$ cat config.mk
export PLATFORM = sky130hd
export DESIGN_NAME = dryer_actuator_sequencer_core
export DESIGN_NICKNAME = d
export VERILOG_FILES = /design/src/das_pkg.sv /design/src/dryer_actuator_sequencer_core.sv
export SDC_FILE = /design/constraint.sdc
export NUM_CORES = 1
export LEC_CHECK = 0
export BUFFER_PORTS_ARGS = -buffer_cell sky130_fd_sc_hd__buf_2
export CORE_ASPECT_RATIO = 2
export CORE_MARGIN = 2
export CORE_UTILIZATION = 60
export CTS_BUF_LIST = sky130_fd_sc_hd__clkbuf_4 sky130_fd_sc_hd__clkbuf_8 sky130_fd_sc_hd__clkbuf_16
export DETAILED_ROUTE_END_ITERATION = 16
export PLACE_DENSITY_LB_ADDON = 0.05
export RECOVER_POWER = 25
export SLEW_MARGIN = 0
export SYNTH_ARGS = -nofsm -noshare
export SYNTH_HDL_FRONTEND = slang
export SYNTH_SLANG_ARGS = --single-unit
export TNS_END_PERCENT = 10
$ cat constraint.sdc
create_clock -name clk_i -period 7.3 [get_ports clk_i]
set_input_delay 1.095 -clock clk_i [delete_from_list [all_inputs] [get_ports clk_i]]
set_output_delay 1.095 -clock clk_i [all_outputs]
set_load 0.02 [all_outputs]
$ cat src/das_pkg.sv
// ---------------------------------------------------------------------------
// das_pkg - dryer actuator sequencer shared types and constants
// Item layouts, configuration register indexes and fixed widths.
// ---------------------------------------------------------------------------
package das_pkg;

  localparam int unsigned TIME_BITS = 32;
  localparam int unsigned TEMP_BITS = 16;

  localparam int unsigned HUM_W      = 10;
  localparam int unsigned LEVEL_W    = 8;
  localparam int unsigned SPREAD_W   = 12;
  localparam int unsigned CFG_IDX_W  = 3;
  localparam int unsigned CFG_DATA_W = 16;

  // vent times are kept in ms, scaled when the register is written
  localparam int unsigned DUR_MS_W = 26;
  localparam int unsigned INT_MS_W = 32;
  localparam int unsigned MS_PER_SEC = 1000;
  localparam int unsigned MS_PER_MIN = 60000;

  localparam int unsigned CMP_W = (TIME_BITS > INT_MS_W) ? TIME_BITS : INT_MS_W;
  localparam int unsigned SPR_W = (TEMP_BITS > SPREAD_W) ? TEMP_BITS : SPREAD_W;

  localparam int unsigned BEEP_PERIOD_MS = 1000;
  localparam int unsigned BEEP_LEN_MS    = 200;
  localparam int unsigned BEEP_ARM_MS    = 1001;

  localparam int unsigned RST_TARGET_HUM = 400;
  localparam int unsigned RST_VENT_DUR   = 30;
  localparam int unsigned RST_VENT_INT   = 10;
  localparam int unsigned RST_SPREAD_ON  = 48;
  localparam int unsigned RST_SPREAD_OFF = 16;

  typedef enum logic [CFG_IDX_W-1:0] {
    CFG_TARGET_HUM = 3'd0,
    CFG_VENT_DUR   = 3'd1,
    CFG_VENT_INT   = 3'd2,
    CFG_SPREAD_ON  = 3'd3,
    CFG_SPREAD_OFF = 3'd4
  } cfg_idx_e;

  typedef struct packed {
    logic [TIME_BITS-1:0]      now_ms;
    logic                      test_mode;
    logic                      drying_active;
    logic                      alarm_state;
    logic signed [LEVEL_W-1:0] heater_level;
    logic                      boost_phase;
    logic signed [TEMP_BITS-1:0] temp_a;
    logic signed [TEMP_BITS-1:0] temp_b;
    logic signed [TEMP_BITS-1:0] temp_c;
    logic signed [TEMP_BITS-1:0] temp_d;
    logic [HUM_W-1:0]          humidity;
    logic                      alarm_play;
  } in_item_t;

  typedef struct packed {
    logic heater_main;
    logic heater_aux1;
    logic heater_aux2;
    logic heater_any;
    logic chamber_fan;
    logic vent_fan;
    logic buzzer;
  } out_item_t;

endpackage

$ cat src/dryer_actuator_sequencer_core.sv
// ---------------------------------------------------------------------------
// dryer_actuator_sequencer_core - heater, fan, vent and buzzer sequencer
//
// One input item per control tick; one result item per input item.
// Input channel in_valid_i/in_ready_o carries the tick (time, mode flags,
// heater level, four chamber temperatures, humidity, alarm request).
// Output channel out_valid_o/out_ready_i carries the seven drive bits.
// Configuration channel cfg_valid_i/cfg_ready_o writes one register per
// item by index; cfg_ready_o is always high, unknown indexes are dropped.
// The result is registered: it enters the result register, or the skid register while the result register is held.
// Throughput: one item per cycle while in_ready_o is high; the whole step is one combinational
// pass from the accepted item and the held state into the state and
// result registers.
// A two-entry output buffer (result register plus skid register) lets an
// item be taken while a result waits; in_ready_o drops only when both
// entries are full, i.e. after the receiver stalls for two items.
// Reset clears all drive state and the buffer, and loads the register
// defaults (target 40.0 %, vent 30 s every 10 min, spread 3.0/1.0 degC).
// ---------------------------------------------------------------------------
module dryer_actuator_sequencer_core (
  input  logic                              clk_i,
  input  logic                              rst_ni,
  input  logic                              in_valid_i,
  output logic                              in_ready_o,
  input  das_pkg::in_item_t                 in_data_i,
  output logic                              out_valid_o,
  input  logic                              out_ready_i,
  output das_pkg::out_item_t                out_data_o,
  input  logic                              cfg_valid_i,
  output logic                              cfg_ready_o,
  input  logic [das_pkg::CFG_IDX_W-1:0]     cfg_index_i,
  input  logic [das_pkg::CFG_DATA_W-1:0]    cfg_data_i
);
  import das_pkg::*;

  // configuration
  logic [HUM_W-1:0]    target_q;
  logic [DUR_MS_W-1:0] dur_ms_q;
  logic [INT_MS_W-1:0] int_ms_q;
  logic [SPREAD_W-1:0] spr_on_q;
  logic [SPREAD_W-1:0] spr_off_q;

  // sequencer state
  logic [2:0]           heater_q, heater_d;
  logic                 cfan_q, cfan_d;
  logic                 vent_q, vent_d;
  logic                 vstart_q, vstart_d;
  logic [TIME_BITS-1:0] vtime_q, vtime_d;
  logic                 armed_q, armed_d;
  logic                 beep_q, beep_d;
  logic [TIME_BITS-1:0] lbeep_q, lbeep_d;
  logic                 buzz_q, buzz_d;

  // output buffer
  logic      ovalid_q, ovalid_d;
  out_item_t odata_q, odata_d;
  logic      svalid_q, svalid_d;
  out_item_t sdata_q, sdata_d;

  logic      acc, pop, ofree;
  out_item_t res;

  // step datapath
  logic [TIME_BITS-1:0]        now;
  logic signed [LEVEL_W-1:0]   lvl;
  logic signed [TEMP_BITS-1:0] mx_ab, mn_ab, mx_cd, mn_cd, mx, mn;
  logic [TEMP_BITS-1:0]        diff_s;
  logic [SPR_W-1:0]            spread;
  logic [CMP_W-1:0]            vel;
  logic [TIME_BITS-1:0]        bel;
  logic                        bstart, bbeep;

  assign cfg_ready_o = 1'b1;
  assign in_ready_o  = !svalid_q;
  assign acc         = in_valid_i && !svalid_q;
  assign pop         = ovalid_q && out_ready_i;
  assign ofree       = !ovalid_q || pop;
  assign out_valid_o = ovalid_q;
  assign out_data_o  = odata_q;

  assign now = in_data_i.now_ms;
  assign lvl = in_data_i.heater_level;

  // temperature spread, max minus min
  assign mx_ab  = (in_data_i.temp_a > in_data_i.temp_b) ? in_data_i.temp_a : in_data_i.temp_b;
  assign mn_ab  = (in_data_i.temp_a < in_data_i.temp_b) ? in_data_i.temp_a : in_data_i.temp_b;
  assign mx_cd  = (in_data_i.temp_c > in_data_i.temp_d) ? in_data_i.temp_c : in_data_i.temp_d;
  assign mn_cd  = (in_data_i.temp_c < in_data_i.temp_d) ? in_data_i.temp_c : in_data_i.temp_d;
  assign mx     = (mx_ab > mx_cd) ? mx_ab : mx_cd;
  assign mn     = (mn_ab < mn_cd) ? mn_ab : mn_cd;
  // max minus min is never negative and fits the reading width
  assign diff_s = $unsigned(mx - mn);
  assign spread = SPR_W'(diff_s);

  assign vel = CMP_W'(now - vtime_q);

  always_comb begin
    heater_d = heater_q;
    cfan_d   = cfan_q;
    vent_d   = vent_q;
    vstart_d = vstart_q;
    vtime_d  = vtime_q;
    armed_d  = armed_q;
    beep_d   = beep_q;
    lbeep_d  = lbeep_q;
    buzz_d   = buzz_q;
    bel      = '0;
    bstart   = 1'b0;
    bbeep    = 1'b0;

    // alarm request, applied also in test mode
    if (in_data_i.alarm_play && !armed_q) begin
      armed_d = 1'b1;
      lbeep_d = now - TIME_BITS'(BEEP_ARM_MS);
    end else if (!in_data_i.alarm_play) begin
      armed_d = 1'b0;
      beep_d  = 1'b0;
      buzz_d  = 1'b0;
    end

    if (!in_data_i.test_mode) begin
      // heaters
      if (!in_data_i.drying_active || in_data_i.alarm_state) begin
        heater_d = 3'b000;
      end else if (lvl == LEVEL_W'(1)) begin
        heater_d = 3'b001;
      end else if (lvl == LEVEL_W'(2)) begin
        heater_d = 3'b110;
      end else if (lvl > $signed(LEVEL_W'(2))) begin
        heater_d = 3'b111;
      end else begin
        heater_d = 3'b000;
      end

      // chamber fan
      if (in_data_i.boost_phase) begin
        cfan_d = 1'b1;
      end else if (in_data_i.drying_active) begin
        if (!cfan_q && (spread > SPR_W'(spr_on_q))) begin
          cfan_d = 1'b1;
        end else if (cfan_q && (spread < SPR_W'(spr_off_q))) begin
          cfan_d = 1'b0;
        end
      end else begin
        cfan_d = 1'b0;
      end

      // vent cycle
      if (in_data_i.drying_active && (in_data_i.humidity > target_q)) begin
        if (vent_q) begin
          if (vel >= CMP_W'(dur_ms_q)) begin
            vent_d = 1'b0;
          end
        end else if (!vstart_q || (vel >= CMP_W'(int_ms_q))) begin
          vent_d   = 1'b1;
          vstart_d = 1'b1;
          vtime_d  = now;
        end
      end else begin
        vent_d   = 1'b0;
        vstart_d = 1'b0;
        vtime_d  = '0;
      end

      // beep
      if (armed_d) begin
        bel    = now - lbeep_d;
        bstart = bel > TIME_BITS'(BEEP_PERIOD_MS);
        bbeep  = bstart || beep_d;
        if (bstart) begin
          lbeep_d = now;
          bel     = '0;
        end
        if (bbeep && (bel > TIME_BITS'(BEEP_LEN_MS))) begin
          beep_d = 1'b0;
          buzz_d = 1'b0;
        end else if (bstart) begin
          beep_d = 1'b1;
          buzz_d = 1'b1;
        end
      end else begin
        buzz_d = 1'b0;
      end
    end
  end

  always_comb begin
    res.heater_main = heater_d[0];
    res.heater_aux1 = heater_d[1];
    res.heater_aux2 = heater_d[2];
    res.heater_any  = |heater_d;
    res.chamber_fan = cfan_d;
    res.vent_fan    = vent_d;
    res.buzzer      = buzz_d;
  end

  always_comb begin
    ovalid_d = ovalid_q;
    odata_d  = odata_q;
    svalid_d = svalid_q;
    sdata_d  = sdata_q;
    if (pop) begin
      ovalid_d = 1'b0;
    end
    if (svalid_q && ofree) begin
      ovalid_d = 1'b1;
      odata_d  = sdata_q;
      svalid_d = 1'b0;
    end
    if (acc) begin
      if (ofree) begin
        ovalid_d = 1'b1;
        odata_d  = res;
      end else begin
        svalid_d = 1'b1;
        sdata_d  = res;
      end
    end
  end

  always_ff @(posedge clk_i or negedge rst_ni) begin
    if (!rst_ni) begin
      target_q  <= HUM_W'(RST_TARGET_HUM);
      dur_ms_q  <= DUR_MS_W'(RST_VENT_DUR * MS_PER_SEC);
      int_ms_q  <= INT_MS_W'(RST_VENT_INT * MS_PER_MIN);
      spr_on_q  <= SPREAD_W'(RST_SPREAD_ON);
      spr_off_q <= SPREAD_W'(RST_SPREAD_OFF);
    end else if (cfg_valid_i) begin
      case (cfg_index_i)
        CFG_TARGET_HUM: target_q  <= cfg_data_i[HUM_W-1:0];
        CFG_VENT_DUR:   dur_ms_q  <= DUR_MS_W'(cfg_data_i) * DUR_MS_W'(MS_PER_SEC);
        CFG_VENT_INT:   int_ms_q  <= INT_MS_W'(cfg_data_i) * INT_MS_W'(MS_PER_MIN);
        CFG_SPREAD_ON:  spr_on_q  <= cfg_data_i[SPREAD_W-1:0];
        CFG_SPREAD_OFF: spr_off_q <= cfg_data_i[SPREAD_W-1:0];
        default: ;
      endcase
    end
  end

  always_ff @(posedge clk_i or negedge rst_ni) begin
    if (!rst_ni) begin
      heater_q <= '0;
      cfan_q   <= 1'b0;
      vent_q   <= 1'b0;
      vstart_q <= 1'b0;
      vtime_q  <= '0;
      armed_q  <= 1'b0;
      beep_q   <= 1'b0;
      lbeep_q  <= '0;
      buzz_q   <= 1'b0;
    end else if (acc) begin
      heater_q <= heater_d;
      cfan_q   <= cfan_d;
      vent_q   <= vent_d;
      vstart_q <= vstart_d;
      vtime_q  <= vtime_d;
      armed_q  <= armed_d;
      beep_q   <= beep_d;
      lbeep_q  <= lbeep_d;
      buzz_q   <= buzz_d;
    end
  end

  always_ff @(posedge clk_i or negedge rst_ni) begin
    if (!rst_ni) begin
      ovalid_q <= 1'b0;
      svalid_q <= 1'b0;
    end else begin
      ovalid_q <= ovalid_d;
      svalid_q <= svalid_d;
    end
  end

  always_ff @(posedge clk_i) begin
    odata_q <= odata_d;
    sdata_q <= sdata_d;
  end

endmodule

==> results.toml, run 1 <==
[run_status]
run_status = "complete, but fails checks"
failing_checks = "capacitance limit, slew limit, setup timing"

[sta]
finalWorstPathRequiredPeriod_ns = 7.906
max_clock_freq_ghz = 0.1265
final.hold.worst_slack_ns = 0.4697
worst_slew_pin_slew_ns = 5.409
final-hold-violation-count = 0
rsz0062_at_grt = "true"
setup_viol = 3
period_share = 1.083
fin_skew_ns = 0.01723
final_max_slew_viol_count = 99
maxSlewHeadroom = -2.606
worst_slack_ns = -0.6060

[setup_path]
timing.critical_path.from_type = "primary input"
critical_path.max_stage_delay_ns = 0.37
crit_fanout = 12
timing.critical_path.slowest_stage_cell = "mux2_4"
crit_family = "compound AO/OA/AOI/OAI gates"
timing.critical_path.arrival_ns = 8.09
timing.critical_path.depth = 37
path_class = "primary input to flip-flop"
r2r-start = "vtime_q[1]"
reg2reg_depth = 27
cp_data_required_time_ns = 7.48
worst-path-buf-inv = 6
regToRegSetupSlack_ns = 1.17
critical_path.reg2reg.endpoint = "out_data_o[1]"
critPathCaptureType = "flip-flop"

[grt]
first_global_vias = 22070
grt_start_max_net_pins = 99
grt_first_pass_wirelength_um = 112400
antenna_violations_before_repair = 6
grt_remaining_overflow = 0
grt_overall_usage = 0.3766

[drt]
vias = 21320
detailedRoute.firstPassIterationCount = 6
route.detailed.drc = 0
detail-route-antenna-nets = 0
via_per_inst = 6.180
routed_wirelength_um = 72990
detail_route.wl_per_cell_um = 21.16
initialDrtViolationCount = 1272

[synthesis]
synth.yosys.seq_area_share = 0.2011
postSynth.topFlopCell = "dfrtp_1"
postSynth.asyncResetShare = 0.9191
synth_area_um2 = 21660
synth_cell_types = 85
synthesis.yosys.warnings = 0
postSynthCellCount = 2608
synth.net_count = 3184
postSynthRegisterBits = 173
syn_avg_cell_area_um2 = 8.306
synth_enable_flop_cells = 7

[floorplanning]
floorplan.die.width_um = 138.4
core_um2 = 35680
fp.dieH_um = 272.7
io_pins = 153
core.rowCount = 98
die_outline_area_um2 = 37730
initial_core_util = 0.6071

[power_and_ir_drop]
vdd.ir_drop.worst_v = 0.0003140
p_per_cell_area_nw_per_um2 = 374.9
power.static_leakage_nw = 12.78

[flow_run]
drv_cap = 1

[cells_and_area]
layout-drive-gt1-share = 0.2165
area_delta_synth_final_pct = 21.38
final_common_cell = "ha_1"
stdcell_area_um2 = 26290
layout.nets = 3556
commonest_non_fill_non_tap_cells_in_the_layout = "ha_1 (310), inv_1 (304), buf_4 (256)"

[min_path]
holdPathStages = 2
hold_path.startpoint = "armed_q"
worst_hold_path.endpoint = "armed_q"
hold_path.class = "flip-flop to flip-flop"

[clock_network]
htreeDepth = 4
clock_latency_of_the_later_clocked_register_in_the_worst_skew_pair_ns = 0.47
cts-root-to-sink-buffers = 2
cts-hold-fix-buffers = 0
clock_tree.root_cell = "clkbuf_16"
cts-buffers-inserted = 17
clk_transition_reported_paths_ns = 0.07
cts_tree = "done"
cts.sink_count = 173

[placement]
routabilityCongestion = 1.074
hpwl_um = 59020
io_buffer_count = 151
postPlaceCellArea_um2 = 24850
[per-layer routing]
| metal | vias up | wire length (um) | global-route usage |
|---|---|---|---|
| li1 | 9953 | - | - |
| met1 | 10220 | 24300 | 0.3636 |
| met2 | 796 | 39280 | 0.7191 |
| met3 | 350 | 2852 | 0.04258 |
| met4 | 2 | 6543 | 0.2922 |
| met5 | - | 11 | 0 |
[per-stage QoR]
stage / TNS (ns) / util / total power [mW] / setup WS, ns / std cells
floorplan: -0.7442 / - / 6.000 / -0.3398 / 2608
global placement: -2.550 / 0.6964 / 7.868 / -0.8699 / 3384
detailed placement: -3.654 / 0.6964 / 8.159 / -1.240 / 3384
CTS: -1.074 / 0.7220 / 9.400 / -0.4189 / 3432
global route: -2.584 / 0.7366 / 10.63 / -0.8666 / 3446
finish: -1.795 / 0.7369 / 9.857 / -0.6060 / 3450
[state kept, by name, summed over array words and instances (netlist names), 3 cells and up]
register	count
target_q	10
out_data_o	7
sdata_q	7
int_ms_q	27
lbeep_q	32
dur_ms_q	23
vtime_q	32
spr_on_q	12
spr_off_q	12
heater_q	3
[final cells by class]
class,instances,area [um2]
Multi-Input combinational cell,2045,16550
Clock inverter,13,133.9
Tap cell,450,563.0
Antenna cell,7,17.52
Clock buffer,19,452.9
Fill cell,2740,9389
Sequential cell,173,4355
Inverter,314,1189
Timing Repair Buffer,429,3035
[cell usage after synthesis (13+ instances only)]
cell type  instances  share of area
ha_1             330           0.19
inv_1            314          0.054
nand2_1          244          0.042
o21ai_0          207          0.048
a21oi_1          190          0.044
nor2_1           182          0.032
dfrtp_1          138           0.16
fa_1             103          0.095
xnor2_1           70          0.028
a21o_1            65          0.023
clkbuf_1          59          0.010
nor3_1            53          0.012
nand3_1           43         0.0099
o21a_1            42          0.015
xor2_1            41          0.017
a22o_1            33          0.013
mux2_2            33          0.017
nand2b_1          33         0.0095
nand4_1           31         0.0090
o211ai_1          31          0.011
mux2i_1           30          0.014
nor2b_1           27         0.0078
dfstp_2           21          0.025
o311ai_0          19         0.0077
a211oi_1          16         0.0055
o21bai_1          13         0.0045
[logic make-up (layout without fill, tap and decap cells)]
group / Yosys count / after routing / share of synthesized area
AOI/OAI and AO/OA: 737 / 737 / 0.2177
xor gates and xnor gates: 111 / 111 / 0.04488
adders and majority gates: 433 / 433 / 0.2858
buffers and inverters: 390 / 775 / 0.06879
DFF: 173 / 173 / 0.2011
muxes: 63 / 63 / 0.03102
other: 1 / 8 / 0.0001731
and+or+nand+nor: 700 / 700 / 0.1506
[where the power goes]
part / internal (mW) / switching (mW) / leakage (nW)
combinational: 3.39 / 4.13 / 10.4
clock: 0.475 / 0.466 / 0.292
sequential: 1.25 / 0.147 / 2.10
[worst min-delay path, stage by stage, from the launching register on]
cell     delay [ns]
dfrtp_1        0.34
nand2_1        0.05
nand2_1        0.05
[worst max-delay path by stage]
stage,start,endpoint
CTS,in_data_i[12],sdata_q[2]
global placement,in_data_i[21],cfan_q
detailed placement,in_data_i[21],sdata_q[2]
global route,in_data_i[17],out_data_o[2]
floorplan,in_data_i[61],sdata_q[2]
finish,in_data_i[22],sdata_q[2]
[timing repair]
action	4_1_cts	5_1_grt
pin swaps	37	81
gates cloned	0	1
setup buffers	16	11
resized for setup	45	82
endpoints found under the setup margin	3	3
Note: power is estimated with default switching activity, not from simulation.
==> run 2: changes to the inputs <==
--- a/config.mk
+++ b/config.mk
@@ -6,6 +6,7 @@
 export NUM_CORES = 1
 export LEC_CHECK = 0
 export BUFFER_PORTS_ARGS = -buffer_cell sky130_fd_sc_hd__buf_2
+export CAP_MARGIN = 10
 export CORE_ASPECT_RATIO = 2
 export CORE_MARGIN = 2
 export CORE_UTILIZATION = 60
@@ -13,6 +14,7 @@
 export DETAILED_ROUTE_END_ITERATION = 16
 export PLACE_DENSITY_LB_ADDON = 0.05
 export RECOVER_POWER = 25
+export SETUP_SLACK_MARGIN = 0.1
 export SLEW_MARGIN = 0
 export SYNTH_ARGS = -nofsm -noshare
 export SYNTH_HDL_FRONTEND = slang
==> run 2 against run 1 <==
The run still ends with capacitance limit, slew limit, setup timing left. Cell count barely moved. Worst hold slack barely moved. First-iteration DRC count rose by 7.1%. Sequential share of layout area barely moved. Via count rose by 0.11%. Design area rose by 0.22%. Sequential cell count did not move. Core utilization rose by 0.16 points. Maximum frequency fell by 0.32%. Die area did not move. Clock skew barely moved.
==> results.toml, run 2 (synthesized netlist as in run 1, its figures left out) <==
[run_status]
run_status = "complete, but fails checks"
failing_checks = "capacitance limit, slew limit, setup timing"

[drt]
detail-route-antenna-nets = 0
detail_route.wl_per_cell_um = 21.15
initialDrtViolationCount = 1362
routed_wirelength_um = 73010
vias = 21340
route.detailed.drc = 0
via_per_inst = 6.185
detailedRoute.firstPassIterationCount = 5

[cells_and_area]
final_common_cell = "ha_1"
nFillCells = 2721
post-route-util = 0.7385
largest_registers = "lbeep_q x32, vtime_q x32, int_ms_q x27"
commonest_non_fill_non_tap_cells_in_the_layout = "ha_1 (309), inv_1 (301), buf_4 (257)"
multi_input_comb_area_um2 = 16540
stdcell_area_um2 = 26350
total_area_of_sequential_cells_um2 = 4355
layout-drive-gt1-share = 0.2167
layout.nets = 3558
fin_cells = 3451
area_delta_synth_final_pct = 21.64

[placement]
routabilityCongestion = 1.074
post-place-ws_ns = -1.240
dp_cells = 3384
postPlaceCellArea_um2 = 24850
hpwl_um = 59020
io_buffer_count = 151

[grt]
grt_first_pass_wirelength_um = 112400
grt_remaining_overflow = 0
grt_start_max_net_pins = 99
grt_overall_usage = 0.3766
first_global_vias = 22070
antenna_violations_before_repair = 6

[sta]
worst_slew_pin_slew_ns = 5.410
final-hold-violation-count = 0
final_max_slew_viol_count = 99
maxSlewHeadroom = -2.606
max_clock_freq_ghz = 0.1261
setup_viol = 3
period_share = 1.086
worst_slack_ns = -0.6312
finalWorstPathRequiredPeriod_ns = 7.931
totalNegativeSetupSlack_ns = -1.871
rsz0062_at_grt = "true"
fin_skew_ns = 0.01737
final.hold.worst_slack_ns = 0.4697

[floorplanning]
floorplan.die.width_um = 138.4
fp.dieH_um = 272.7
core.rowCount = 98
die_outline_area_um2 = 37730
initial_core_util = 0.6071
core_um2 = 35680
io_pins = 153

[power_and_ir_drop]
power.static_leakage_nw = 12.80
p_per_cell_area_nw_per_um2 = 374.9
vdd.ir_drop.worst_v = 0.0003111
finalPower_mw = 9.878

[setup_path]
critical_path.reg2reg.endpoint = "out_data_o[1]"
path_class = "primary input to flip-flop"
timing.critical_path.from_type = "primary input"
cp_data_required_time_ns = 7.48
critical_path.max_stage_delay_ns = 0.39
timing.critical_path.arrival_ns = 8.11
crit_fanout = 6
reg2reg_depth = 27
timing.critical_path.slowest_stage_cell = "mux2_4"
r2r-start = "vtime_q[1]"
critPathCaptureType = "flip-flop"
regToRegSetupSlack_ns = 1.17

[clock_network]
htreeDepth = 4
clock_latency_of_the_later_clocked_register_in_the_worst_skew_pair_ns = 0.47
clk_transition_reported_paths_ns = 0.07
clock_tree.root_cell = "clkbuf_16"
cts-root-to-sink-buffers = 2
cts_tree = "done"
cts-hold-fix-buffers = 0
cts.sink_count = 173
cts-buffers-inserted = 17

[flow_run]
drv_cap = 1

[min_path]
worst_hold_path.endpoint = "armed_q"
hold_path.class = "flip-flop to flip-flop"
holdPathStages = 2
hold_path.startpoint = "armed_q"
==> run 2: metal layers <==
| metal | global-route usage | part of all wire | up-vias |
|---|---|---|---|
| li1 | - | - | 9965 |
| met1 | 0.3636 | 0.33 | 10250 |
| met2 | 0.7191 | 0.54 | 778 |
| met3 | 0.04258 | 0.039 | 350 |
| met4 | 0.2922 | 0.091 | 2 |
| met5 | 0 | 0.00015 | - |
==> run 2: worst max path at each step <==
stage | start | endpoint | slack [ns] | cells past startpoint
final | in_data_i[33] | sdata_q[2] | -0.63 | 38
after global routing | in_data_i[34] | sdata_q[2] | -0.89 | 39
after CTS | in_data_i[12] | sdata_q[2] | -0.42 | 41
after detailed placement | in_data_i[21] | sdata_q[2] | -1.24 | 39
after global placement | in_data_i[21] | cfan_q | -0.87 | 40
after floorplan | in_data_i[61] | sdata_q[2] | -0.34 | 39
==> run 2: repair_timing <==
action                                  CTS  global route
resized for setup                        45            84
buffers inserted                         16            11
pin swaps                                37            77
hold endpoints to repair                  0             0
endpoints found under the setup margin    3             3
cloned                                    0             2
==> run 2: final cells by class <==
cell class | count | area share
clock inverter | 13 | 0.005081
antenna | 6 | 0.0005698
clock buffer | 19 | 0.01719
timing repair buffer | 431 | 0.1176
multi-input combinational | 2045 | 0.6279
tap | 450 | 0.02137
inverter | 314 | 0.04501
sequential | 173 | 0.1653
==> run 2: power by group <==
group          total (mW)  internal [mW]  switching, mW
Clock               0.939          0.475          0.465
Sequential           1.39           1.25          0.147
Combinational        7.54           3.41           4.13
Total                9.88           5.13           4.75
==> run 2: worst max-delay path, delay by kind of cell <==
kind / cells / cell delay [ns]
compound gates: 20 / 3.43
simple gates: 5 / 0.85
mux: 2 / 0.66
xor+xnor: 1 / 0.16
fa+ha+maj: 4 / 1.07
buf+inv: 6 / 0.86
